File: config.mk
export PLATFORM = sky130hd
export DESIGN_NAME = dcp_front
export DESIGN_NICKNAME = d
export VERILOG_FILES = /design/src/rtl/dscp_class_edt_pacer_macros.svh /design/src/rtl/dcp_pkg.sv /design/src/rtl/dcp_front.sv
export SDC_FILE = /design/constraint.sdc
export NUM_CORES = 1
export LEC_CHECK = 0
export BUFFER_PORTS_ARGS = -buffer_cell sky130_fd_sc_hd__buf_2
export CORE_UTILIZATION = 30
export DETAILED_ROUTE_END_ITERATION = 6
export GPL_TIMING_DRIVEN = 0
export PLACE_DENSITY_LB_ADDON = 0.25
export SLEW_MARGIN = 20
export SYNTH_ARGS = -nofsm -noshare
export SYNTH_HDL_FRONTEND = slang
export SYNTH_SLANG_ARGS = --single-unit
File: constraint.sdc
create_clock -name clk_i -period 5.45 [get_ports clk_i]
set_input_delay 0.2725 -clock clk_i [delete_from_list [all_inputs] [get_ports clk_i]]
set_output_delay 0.2725 -clock clk_i [all_outputs]
set_load 0.005 [all_outputs]
File: src/rtl/dscp_class_edt_pacer_macros.svh
// Assertion macros for the pacer RTL, used by the back end.
`ifndef DSCP_CLASS_EDT_PACER_MACROS_SVH
`define DSCP_CLASS_EDT_PACER_MACROS_SVH
// Implication checked every clock, disabled in reset.
`define DCP_ASSERT_IMP(lbl, clk, rstn, a, c) \
  lbl: assert property (@(posedge clk) disable iff (!rstn) (a) |-> (c)) \
    else $error("assertion failed");
// Next-cycle implication, disabled in reset.
`define DCP_ASSERT_NXT(lbl, clk, rstn, a, c) \
  lbl: assert property (@(posedge clk) disable iff (!rstn) (a) |=> (c)) \
    else $error("assertion failed");
`endif

File: src/rtl/dcp_pkg.sv
// ----------------------------------------------------------------------------
// dcp_pkg
// Types and constants shared by the pacer front end, queue and back end.
// ----------------------------------------------------------------------------
package dcp_pkg;
  localparam logic [15:0] EthertypeIpv4 = 16'h0800;
  localparam logic [5:0]  DscpEf   = 6'd46;
  localparam logic [5:0]  DscpAf41 = 6'd34;
  localparam logic [5:0]  DscpAf31 = 6'd26;
  localparam logic [5:0]  DscpAf21 = 6'd18;
  localparam logic [63:0] NsecPerSec = 64'd1000000000;
  localparam logic [63:0] MaxDelayNs = 64'd100000000;

  localparam logic [2:0] VerdictNotIp   = 3'd0;
  localparam logic [2:0] VerdictUnpaced = 3'd1;
  localparam logic [2:0] VerdictInRate  = 3'd2;
  localparam logic [2:0] VerdictBorrow  = 3'd3;
  localparam logic [2:0] VerdictDelayed = 3'd4;

  // Classified item handed from the front end to the back end.
  typedef struct packed {
    logic        is_ip;
    logic [1:0]  cls;
    logic [15:0] len;
    logic [63:0] now;
  } item_t;
endpackage

File: src/rtl/dcp_front.sv
// ----------------------------------------------------------------------------
// dcp_front
// Classifies an input packet by ethertype and DSCP and registers the item.
// ----------------------------------------------------------------------------
module dcp_front (
  input  logic               clk_i,
  input  logic               rst_ni,
  input  logic               in_valid,
  output logic               in_stall,
  input  logic [15:0]        ethertype_i,
  input  logic               headers_present_i,
  input  logic [7:0]         ip_tos_i,
  input  logic [15:0]        pkt_len_i,
  input  logic [63:0]        now_ns_i,
  output logic               q_valid_o,
  input  logic               q_stall_i,
  output dcp_pkg::item_t     q_item_o
);
  logic           valid_q;
  dcp_pkg::item_t item_q, item_d;
  logic [5:0]     dscp;

  // Class decode.
  always_comb begin
    dscp = ip_tos_i[7:2];
    item_d.is_ip = (ethertype_i == dcp_pkg::EthertypeIpv4) && headers_present_i;
    item_d.len = pkt_len_i;
    item_d.now = now_ns_i;
    if (!item_d.is_ip) begin
      item_d.cls = 2'd0;
    end else if (dscp == dcp_pkg::DscpEf) begin
      item_d.cls = 2'd0;
    end else if (dscp == dcp_pkg::DscpAf41 || dscp == dcp_pkg::DscpAf31 ||
                 dscp == dcp_pkg::DscpAf21) begin
      item_d.cls = 2'd1;
    end else begin
      item_d.cls = 2'd2;
    end
  end

  assign in_stall  = valid_q && q_stall_i;
  assign q_valid_o = valid_q;
  assign q_item_o  = item_q;

  // Output register.
  always_ff @(posedge clk_i or negedge rst_ni) begin
    if (!rst_ni) begin
      valid_q <= 1'b0;
    end else if (!in_stall) begin
      valid_q <= in_valid;
    end
  end

  always_ff @(posedge clk_i) begin
    if (in_valid && !in_stall) begin
      item_q <= item_d;
    end
  end
endmodule

### Word level (Yosys, flattened, before mapping)

Cells that the tools add are included.

* RAM bits: 0
* flip-flop bits (word level): 84
* memories: 0
* word-level logic and storage cells: 19
* latch bits: 0
* input port bits: 109
* output and inout port bits: 85
* bits in read-only memories: 0

* mux-type cells: 1
* magnitude comparators: 0
* divide/modulo/power cells: 0
* shift-type cells: 0
* eq/ne operators: 5
* multipliers: 0
* reductions and logical operators: 7
* $add $sub $neg: 0
* bitwise gates (word level): 1

Operators by type and width (count)
* 16-bit by 12-bit == test with 1-bit output, second input constant: 1
* 6-bit by 5-bit == test with 1-bit output, second input constant: 2
* 6-bit == test, second input constant: 2
* 1-bit logical AND: 3
* 1-bit logical OR: 2
* 2-bit 2-to-1 mux: 1
* 2-bit OR reduction: 1
* 1-bit logical NOT: 1
* 1-bit inverter: 1

### Logic depth before layout (Yosys ltp)

* word-level depth: 4
* depth in mapped cells: 3
* gate-level depth less buffers: 3

### Least setup slack after synthesis

No wires, ideal clock.

* path kind: reg2reg
* start: register valid_q, in the netlist q_valid_o
* end: register item_q, in the netlist q_item_o[0], enable pin
* required time: 4.915 ns
* path buffers: 0
* slack: 0.658 ns
* period minus slack after synthesis: 4.792 ns
* arrival time: 4.257 ns
* stages on the path, launching flop included: 3
* cells stage by stage: dfrtp_1 > and2_1 > nor2b_1

* longest elaborated chain between the ends: 3

RTL lines
* from (decl): RTL line dcp_front.sv:19 `logic valid_q;`
* from (signal assigned): RTL line dcp_front.sv:50 `valid_q <= in_valid;`
* 1-bit logical AND: RTL line dcp_front.sv:41 `assign in_stall = valid_q && q_stall_i;`
* named net in_stall: RTL line dcp_front.sv:9 `output logic in_stall,`
* 1-bit logical NOT: RTL line dcp_front.sv:55 `if (in_valid && !in_stall) begin`
* 1-bit logical AND: RTL line dcp_front.sv:55
* to (signal assigned): RTL line dcp_front.sv:56 `item_q <= item_d;`
* to (decl): RTL line dcp_front.sv:20 `dcp_pkg::item_t item_q, item_d;`

The timed path passes the listed nets, and every way through them passes these cells.
A chain may end at the register's enable or synchronous reset.

### Worst setup path after layout

* start: register valid_q, in the netlist q_valid_o
* end: register item_q, in the netlist q_item_o[55], enable pin

* longest elaborated chain between the ends: 3

RTL lines (RTL line)
* 1-bit logical AND: dcp_front.sv:41
* 1-bit logical NOT: dcp_front.sv:55
* 1-bit logical AND: dcp_front.sv:55

Every way passes these cells.

==> flow_metrics.py <==
metrics = {
    "finish": {
        "final_util_pct": 46.8,
        "drive_gt1_share_pct": 67.9,
        "fill_cells": 823,
        "syn_to_final_growth_pct": 52.2,
        "multiInputGateArea_um2": 153,
        "seqCellArea_um2": 2520,
        "antenna_cells": 0,
        "final_common_cell": "buf_2",
        "final_cell_mix": "191 x buf_2, 83 x edfxtp_1, 9 x clkbuf_8",
        "fin_nets": 419,
    },
    "timing": {
        "setup_viol": 0,
        "worst_slack_ps": 3860,
        "rsz0062_at_grt": "false",
        "tightest_slew_ps": 503,
        "skew_ps": 5.82,
        "relSlewSlack_pct": 66.4,
        "hold_violations": 0,
        "slew_violations": 0,
        "finalCriticalPeriod_ps": 1590,
        "fmax_mhz": 629,
        "fin_crit_sh_pct": 29.2,
    },
    "job": {
        "drv_cap": 0,
    },
    "route": {
        "first_pass_iters": 4,
        "top_layer": "met5",
        "drc": 0,
        "num_vias": 1778,
        "ant_nets": 0,
        "wl_met1_um": 1990,
        "dr_wl_met3_um": 860,
        "routed-wl-met2_um": 2980,
        "via_per_inst": 4.20,
        "wl_per_cell_um": 14.1,
        "wirelength_um": 5950,
        "drt_iter0_drc": 19,
    },
    "worst_hold_path": {
        "hold_path_class": "input port to flop",
    },
    "logic_synthesis": {
        "synth-simple-area-share_pct": 4.08,
        "ys_types": 17,
        "synth-adder-area-share_pct": 0,
        "syn_inst": 104,
        "seq_area_frac_synth_pct": 94.4,
        "async_reset_ff_share_pct": 1.19,
        "avgSynthCellArea_um2": 25.6,
        "synth_compound_area_share_pct": 0.657,
        "synth_edf_count": 83,
        "yosysWarnings": 0,
        "syn_nets": 213,
        "ys.flop_type": "edfxtp_1",
        "ys_ff_latch": 84,
        "synth_top_family_by_area": "simple AND/OR/NAND/NOR gates",
        "synth_area_um2": 2670,
        "synthMuxAreaShare_pct": 0.375,
        "synth-xor-area-share_pct": 0.328,
    },
    "status": {
        "status": "complete, no violations",
    },
    "worst_setup_path": {
        "setup.worst_path.start_class": "flop",
        "cp.required_ps": 5490,
        "crit_fanout": 29,
        "crit_arrival_ps": 1630,
        "slowest_delay_ps": 440,
        "critical_path_class": "flop to flop",
        "cp_cell_sequence": "and2_1, nor2b_4, buf_12",
        "endpoint_kind": "flop",
        "critPathBufInv": 1,
        "critPathSlowestCell": "nor2b_4",
        "path_delay_family": "simple AND/OR/NAND/NOR gates",
    },
    "floorplanning": {
        "die_x_um": 96.3,
        "initial_utilization_pct": 30.7,
        "ios": 194,
        "die_area_um2": 9270,
        "dieHeight_um": 96.3,
        "rows": 34,
        "coreArea_um2": 8680,
    },
    "clock_network": {
        "cts_tree": "done",
        "clk_latency_ps": 340,
        "numCtsBuffers": 9,
        "clk_pin_slew_ps": 80,
        "max-clock-path-buffers": 2,
        "cts.sinks": 84,
        "post_cts_buffers": 0,
        "htreeDepth": 3,
        "root_buffer": "clkbuf_8",
    },
    "placed_design": {
        "dpl_worst_slack_ps": 3850,
        "gp_congestion": 0.733,
        "hpwl_um": 4600,
        "portBuffers": 191,
    },
    "global_routing": {
        "grt_pass1_vias": 1718,
        "grt_remaining_overflow": 0,
        "grt_max_degree": 30,
        "antenna_found_initial": 1,
        "gr-usage-all-layers_pct": 12.5,
        "grt_pass1_wl_um": 8000,
    },
    "power_and_ir_drop": {
        "powerDensity_nw_per_um2": 330,
        "p_leak_nw": 1.74,
        "ir_drop_mv": 0.153,
    },
}
-- stage by stage --
stage               cells  power (mW)  cell area, um^2  hold WS, ps  setup TNS, ps
floorplan             104       0.801             2670        -23.1              0
global placement      403       0.877             3760         47.8         -65850
detailed placement    406       0.882             3830         49.3              0
CTS                   423        1.36             4060         72.1              0
global route          423        1.40             4060         58.0              0
finish                423        1.34             4060         92.1              0
-- registers in the layout, summed over array words and instances (netlist names) --
signal and cells:
q_item_o 83, q_valid_o 1
-- worst register-to-register path: stages (launching register included) --
cell and delay (ps):
dfrtp_1 380, and2_1 200, nor2b_4 440, buf_12 260
-- worst paths after layout --
path                            cells past startpoint    startpoint  slack, ps      endpoint
worst max-delay path                                3     q_valid_o       3860  q_item_o[55]
worst min-delay path                                1  now_ns_i[29]         90  q_item_o[29]
worst max register to register                      3     q_valid_o       3860  q_item_o[55]
worst min register to register                      2     q_valid_o        710     q_valid_o
max in group asynchronous                           2        rst_ni       5130     q_valid_o
min in group asynchronous                           2        rst_ni        240     q_valid_o
-- cells in the mapped netlist, types with 2 or more instances --
| cell | count | share of area [%] |
|---|---|---|
| edfxtp_1 | 83 | 93 |
| nor2_1 | 4 | 0.56 |
| nor2b_1 | 2 | 0.47 |
| nor4_2 | 2 | 0.94 |
-- metal layers --
layer  global-route usage (%)  vias up
met5                        0        -
met4                     6.34        2
met3                     7.82       11
met2                     21.6      131
met1                     11.3      806
li1                         -      828
-- report_power, final --
part / internal, mW / switching (mW)
combinational: 0.0581 / 0.0482
sequential: 0.751 / 0.00755
clock: 0.258 / 0.216
-- repair_timing --
item                      CTS  global route
resized for setup           0             0
hold buffers                1             0
hold endpoints to repair    1             0
-- area by class of cell --
class | count | area share (%)
clock buffers | 10 | 3.14
flip-flops and latches | 84 | 62.0
repair buffers | 195 | 25.5
inverters | 1 | 0.0925
well taps | 108 | 3.33
clock inverters | 6 | 2.19
multi-input cells | 19 | 3.76
-- logic make-up (layout without fill, tap and decap cells) --
| logic type | after synthesis | in the layout |
|---|---|---|
| xor+xnor | 1 | 1 |
| simple gates | 15 | 15 |
| flops | 84 | 84 |
| compound gates | 2 | 2 |
| buf+inv | 1 | 212 |
| mux | 1 | 1 |
Note: power is estimated with default switching activity, not from simulation.
