<file path="config.mk">
export PLATFORM = sky130hd
export DESIGN_NAME = dcp_fifo
export DESIGN_NICKNAME = d
export VERILOG_FILES = /design/src/rtl/dscp_class_edt_pacer_macros.svh /design/src/rtl/dcp_pkg.sv /design/src/rtl/dcp_fifo.sv
export SDC_FILE = /design/constraint.sdc
export NUM_CORES = 1
export LEC_CHECK = 0
export BUFFER_PORTS_ARGS = -buffer_cell sky130_fd_sc_hd__buf_4
export CAP_MARGIN = 20
export CORE_MARGIN = 4
export CORE_UTILIZATION = 55
export DETAILED_ROUTE_END_ITERATION = 12
export GPL_TIMING_DRIVEN = 0
export PLACE_DENSITY = 0.83
export RECOVER_POWER = 100
export SLEW_MARGIN = 20
export SYNTH_ARGS = -nofsm -noshare
export SYNTH_HDL_FRONTEND = slang
export SYNTH_SLANG_ARGS = --single-unit
</file>
<file path="constraint.sdc">
create_clock -name clk_i -period 7.8 [get_ports clk_i]
set_input_delay 2.34 -clock clk_i [delete_from_list [all_inputs] [get_ports clk_i]]
set_output_delay 2.34 -clock clk_i [all_outputs]
set_load 0.005 [all_outputs]
</file>
<file path="src/rtl/dscp_class_edt_pacer_macros.svh">
// Assertion macros for the pacer RTL, used by the back end.
`ifndef DSCP_CLASS_EDT_PACER_MACROS_SVH
`define DSCP_CLASS_EDT_PACER_MACROS_SVH
// Implication checked every clock, disabled in reset.
`define DCP_ASSERT_IMP(lbl, clk, rstn, a, c) \
  lbl: assert property (@(posedge clk) disable iff (!rstn) (a) |-> (c)) \
    else $error("assertion failed");
// Next-cycle implication, disabled in reset.
`define DCP_ASSERT_NXT(lbl, clk, rstn, a, c) \
  lbl: assert property (@(posedge clk) disable iff (!rstn) (a) |=> (c)) \
    else $error("assertion failed");
`endif

</file>
<file path="src/rtl/dcp_pkg.sv">
// ----------------------------------------------------------------------------
// dcp_pkg
// Types and constants shared by the pacer front end, queue and back end.
// ----------------------------------------------------------------------------
package dcp_pkg;
  localparam logic [15:0] EthertypeIpv4 = 16'h0800;
  localparam logic [5:0]  DscpEf   = 6'd46;
  localparam logic [5:0]  DscpAf41 = 6'd34;
  localparam logic [5:0]  DscpAf31 = 6'd26;
  localparam logic [5:0]  DscpAf21 = 6'd18;
  localparam logic [63:0] NsecPerSec = 64'd1000000000;
  localparam logic [63:0] MaxDelayNs = 64'd100000000;

  localparam logic [2:0] VerdictNotIp   = 3'd0;
  localparam logic [2:0] VerdictUnpaced = 3'd1;
  localparam logic [2:0] VerdictInRate  = 3'd2;
  localparam logic [2:0] VerdictBorrow  = 3'd3;
  localparam logic [2:0] VerdictDelayed = 3'd4;

  // Classified item handed from the front end to the back end.
  typedef struct packed {
    logic        is_ip;
    logic [1:0]  cls;
    logic [15:0] len;
    logic [63:0] now;
  } item_t;
endpackage

</file>
<file path="src/rtl/dcp_fifo.sv">
// ----------------------------------------------------------------------------
// dcp_fifo
// Two-entry queue between the classifier and the pacing engine.
// ----------------------------------------------------------------------------
module dcp_fifo (
  input  logic           clk_i,
  input  logic           rst_ni,
  input  logic           wr_valid_i,
  output logic           wr_stall_o,
  input  dcp_pkg::item_t wr_item_i,
  output logic           rd_valid_o,
  input  logic           rd_stall_i,
  output dcp_pkg::item_t rd_item_o
);
  dcp_pkg::item_t mem_q [2];
  logic           wp_q, rp_q;
  logic [1:0]     cnt_q;
  logic           wr, rd;

  assign wr_stall_o = (cnt_q == 2'd2);
  assign rd_valid_o = (cnt_q != 2'd0);
  assign rd_item_o  = mem_q[rp_q];
  assign wr = wr_valid_i && !wr_stall_o;
  assign rd = rd_valid_o && !rd_stall_i;

  // Pointers and fill level.
  always_ff @(posedge clk_i or negedge rst_ni) begin
    if (!rst_ni) begin
      wp_q  <= 1'b0;
      rp_q  <= 1'b0;
      cnt_q <= 2'd0;
    end else begin
      if (wr) wp_q <= ~wp_q;
      if (rd) rp_q <= ~rp_q;
      cnt_q <= cnt_q + {1'b0, wr} - {1'b0, rd};
    end
  end

  always_ff @(posedge clk_i) begin
    if (wr) mem_q[wp_q] <= wr_item_i;
  end
endmodule

</file>
# == Word level (Yosys, flattened, before mapping) ==
# Memory sizes are Yosys's and may differ from the RTL's.
# Cells that the tools add are included.
# word_totals
reg_bits,4
mem_bits_rw,166
inputBits,87
memories,1
# op_classes
add_sub_neg,2
eq_ne,1
n_mux,2
bitwise,2
reduce_logical,5
# mem_list
name,words,width,rd,rd_ports_with_merged_regs,write_ports,line_no,text
mem_q,2,83,1,0,1,dcp_fifo.sv:15,dcp_pkg::item_t mem_q [2];
# ops
op,n
adder 2 x 1 -> 2 bit,1
"== test 2 bit, second input constant",1
logical AND 1 bit,2
zero test 1 bit,2
2-to-1 mux 1 bit,2
inverter 1 bit,2
nonzero test 2 bit,1
subtractor 2 x 1 -> 2 bit,1

# == Logic depth before layout (Yosys ltp) ==
# depth
depth_word,5
mapped_depth,7

# == Least setup slack after synthesis ==
# Ideal clock, no wire load.
# synth_path
path_kind,input to register
startpoint,input wr_valid_i
endpoint,memory mem_q[0][0] in the netlist's numbering (enable)
setup_time_ns,0.525
arrival_ns,5.894
required_time_ns,7.275
setup_slack_ns,1.381
cell_stages,2
n_path_buf,0
cell_sequence,nand2_1 -> nor2_1
# synth_via
elab_chain_len,3
# synth_rtl
item,line_no,text
start: declaration,dcp_fifo.sv:8,"input logic wr_valid_i,"
logical AND 1 bit,dcp_fifo.sv:23,assign wr = wr_valid_i && !wr_stall_o;
2-to-1 mux 1 bit,dcp_fifo.sv:40,if (wr) mem_q[wp_q] <= wr_item_i;
2-to-1 mux 1 bit (implied by the code),dcp_fifo.sv:40,
end: declaration,dcp_fifo.sv:15,
# No other way between the ends.

# == Worst setup path after layout ==
# layout_path
startpoint,input wr_valid_i
endpoint,memory mem_q[0][20] in the netlist's numbering (enable)
# Same word-level chain as after synthesis.

==> impl_metrics.json <==
{
  "rows": 39,
  "async_reset_ff_share_pct": 2.35,
  "ys_seq_area_share_pct": 78.9,
  "die_area_mm2": 0.0135,
  "num_vias": 3197,
  "diodes": 0,
  "met2_length_mm": 6.22,
  "fin_crit_ns": 5.31,
  "clkPwrFrac_pct": 28.2,
  "grt_overflow": 0,
  "wirelength_met1_mm": 4.71,
  "combPwrFrac_pct": 29.0,
  "slowest_delay_ns": 1.03,
  "crit_type": "in2reg",
  "ys_ff_latch": 170,
  "antenna_found_initial": 0,
  "p_int_uw": 2220,
  "cellLeakagePower_uw": 0.00305,
  "drt_iter0_drc": 209,
  "die_y_um": 116,
  "yosys.area.top_type": "edfxtp_1",
  "initial_core_util_pct": 56.4,
  "pin_count": 172,
  "root_buffer": "clkbuf_16",
  "syn-cell-area_mm2": 0.00644,
  "placed_cells": 595,
  "postCtsHoldBufs": 0,
  "powerDensity_mw_per_mm2": 370,
  "yosysWarnings": 0,
  "status": "finished with violations",
  "cpLargestDelayFamily": "buffers and inverters",
  "core_area_mm2": 0.0114,
  "final_cell_area_mm2": 0.00822,
  "syn-num-nets": 365,
  "cp-startpoint": "wr_valid_i",
  "synth-edff-count": 166,
  "critPathLaunchType": "primary input",
  "cp_slowest_cell": "nor2_1",
  "synthTopCellsByArea": "edfxtp_1 (77%), mux2_4 (14%), mux2_2 (4.0%)",
  "n_fill_cell": 785,
  "die_w_um": 116,
  "top_layer_used": "met4",
  "r2r-start": "cnt_q[1]$_DFF_PN0_",
  "cts_sinks": 170,
  "avgSynthCellArea_um2": 23.3,
  "antenna_left": 0,
  "p_sw_uw": 818,
  "cts.clk_slew.worst_paths_ns": 0.06,
  "first_global_vias": 3493,
  "post_dp_cell_area_mm2": 0.00805,
  "cts.repair_timing.setup_buffer_count": 0,
  "required_ns": 7.91,
  "slew_violations": 33,
  "drt_pass1_iterations": 4,
  "io_buffers": 171,
  "numCtsBuffers": 17,
  "min_period_over_period_pct": 68.1,
  "grt_max_degree": 52,
  "arrival_ns": 5.42,
  "nNetsFinal": 560,
  "crit_chain": "clkbuf_1, nand2_1, nor2_1, clkbuf_1, clkbuf_1, buf_16",
  "worstSetupEndpointType": "flip-flop",
  "worst-path-buf-inv": 4,
  "synth.top_cell.area_share_pct": 77.4,
  "hold_viol": 0,
  "vdd_drop_max_v": 0.000267,
  "cp_max_fo": 21,
  "hold_class": "reg2reg",
  "cts_max_level": 4,
  "fin_cells": 627,
  "fin_skew_ns": 0.00857,
  "swShare_pct": 26.9,
  "cpMostUsedCell": "clkbuf_1",
  "cts_resized": 0,
  "synth_common_cells": "edfxtp_1 (166), mux2_4 (60), mux2_2 (23)",
  "violations": "max-capacitance violations, max-slew violations",
  "rsz0062_at_grt": "no",
  "area_growth_pct": 27.6,
  "cts_tree": "done",
  "hp-start": "wp_q$_DFFE_PN0N_",
  "clk_path_buf_depth": 2,
  "fmax_ghz": 0.188,
  "register_area_mm2": 0.00508,
  "wl_per_cell_um": 19.3,
  "pwr-share-seq_pct": 42.8,
  "grt_pass1_wl_mm": 17.9,
  "gr-usage-all-layers_pct": 18.1,
  "drc": 0,
  "dp_hpwl_mm": 8.43,
  "syn_inst": 276,
  "setup-violations-final": 0,
  "multi_input_area_mm2": 0.00105,
  "drv_cap": 1,
  "viasPerCell": 5.10,
  "ys_types": 16,
  "slew_headroom_pct": -11.3,
  "synthFlopType": "edfxtp_1",
  "wl_met3_mm": 1.02,
  "layout-drive-gt1-share_pct": 42.8,
  "drt_wl_total_mm": 12.1,
  "place.gp.congestion": 0.699,
  "clock_latency_ns": 0.41,
  "tightest_slew_ns": 1.67,
  "synth.most_common_cell": "edfxtp_1"
}
==> cell usage in the layout (no fill, tap or decap) <==
master,netlist,layout
or2_2,1,1
dfrtp_1,4,4
nand2b_1,1,1
mux2_1,0,55
and3_1,1,1
nor2b_1,0,1
clkinv_2,0,1
mux2_4,60,6
clkinvlp_4,0,1
xnor2_1,3,3
mux2_2,23,22
nand2_1,1,1
edfxtp_1,166,166
clkinv_4,0,2
xor2_1,1,1
inv_1,2,2
clkbuf_1,0,39
inv_6,0,7
ha_1,2,2
buf_4,0,64
clkbuf_4,0,81
buf_16,0,2
clkbuf_16,0,17
bufinv_16,0,3
nor2_1,1,1
==> worst paths after layout <==
check | end | cells past startpoint | slack [ns]
setup / recovery | mem_q[0][20]$_DFFE_PP_ | 6 | 2.49
min in group asynchronous | wp_q$_DFFE_PN0N_ | 1 | 1.75
setup reg to reg | mem_q[0][20]$_DFFE_PP_ | 6 | 3.97
max in group asynchronous | cnt_q[1]$_DFF_PN0_ | 1 | 5.85
hold / removal | wp_q$_DFFE_PN0N_ | 1 | 0.51
hold reg to reg | wp_q$_DFFE_PN0N_ | 1 | 0.51
==> through the flow <==
step / setup TNS (ns) / worst slack, ns / hold slack, ns / total power, µW / util [%]
floorplan: 0 / 1.38 / 0.461 / 1930 / -
global placement: -48.52 / -0.590 / 0.476 / 2380 / 69.2
detailed placement: 0 / 3.80 / 0.509 / 2440 / 70.5
CTS: 0 / 3.76 / 0.523 / 3310 / 75.9
global route: 0 / 2.17 / 0.536 / 3200 / 72.0
finish: 0 / 2.49 / 0.514 / 3040 / 72.0
==> kinds of logic (layout without fill, tap and decap cells) <==
kind of cell | count (synthesis) | after routing | synth area share, %
flip-flops | 170 | 170 | 78.9
multiplexers | 83 | 83 | 18.0
buffers and inverters | 11 | 219 | 1.50
AND/OR/NAND/NOR | 6 | 6 | 0.622
XOR/XNOR | 4 | 4 | 0.544
adder cells (fa/ha/maj) | 2 | 2 | 0.388
==> power by group through the flow <==
stage          Combinational (µW)  Clock (µW)  Sequential (µW)
2_1_floorplan                 601           0             1330
3_3_place_gp                 1030           0             1350
3_5_place_dp                 1120           0             1320
4_1_cts                      1120         879             1310
5_1_grt                       963         921             1320
6_report                      882         858             1300
==> final cells by class <==
type                    count  area share [%]
well taps                 143            2.18
clock inverters            14            2.21
inverters                   2          0.0914
plain buffers               9           0.411
flip-flops and latches    170            61.9
clock buffers              18            5.22
multi-input cells          95            12.8
repair buffers            176            15.2
==> worst register-to-register path, cell delays in order (launching register included) <==
cell and delay, ns:
dfrtp_1 0.41, nand2b_1 0.14, nand2_1 0.12, nor2_1 1.03, clkbuf_1 0.78, clkbuf_1 0.79, buf_16 0.26
==> state kept, by name, summed over array words and instances, names as in the netlist <==
signal,count
wp_q,1
mem_q,166
rp_q,1
cnt_q,2
==> layer usage <==
metal	GRT usage, %	vias up
li1	-	1489
met1	21.2	1569
met2	31.0	128
met3	6.48	11
met4	6.34	0
met5	0	-
(Power assumes the default switching activity.)
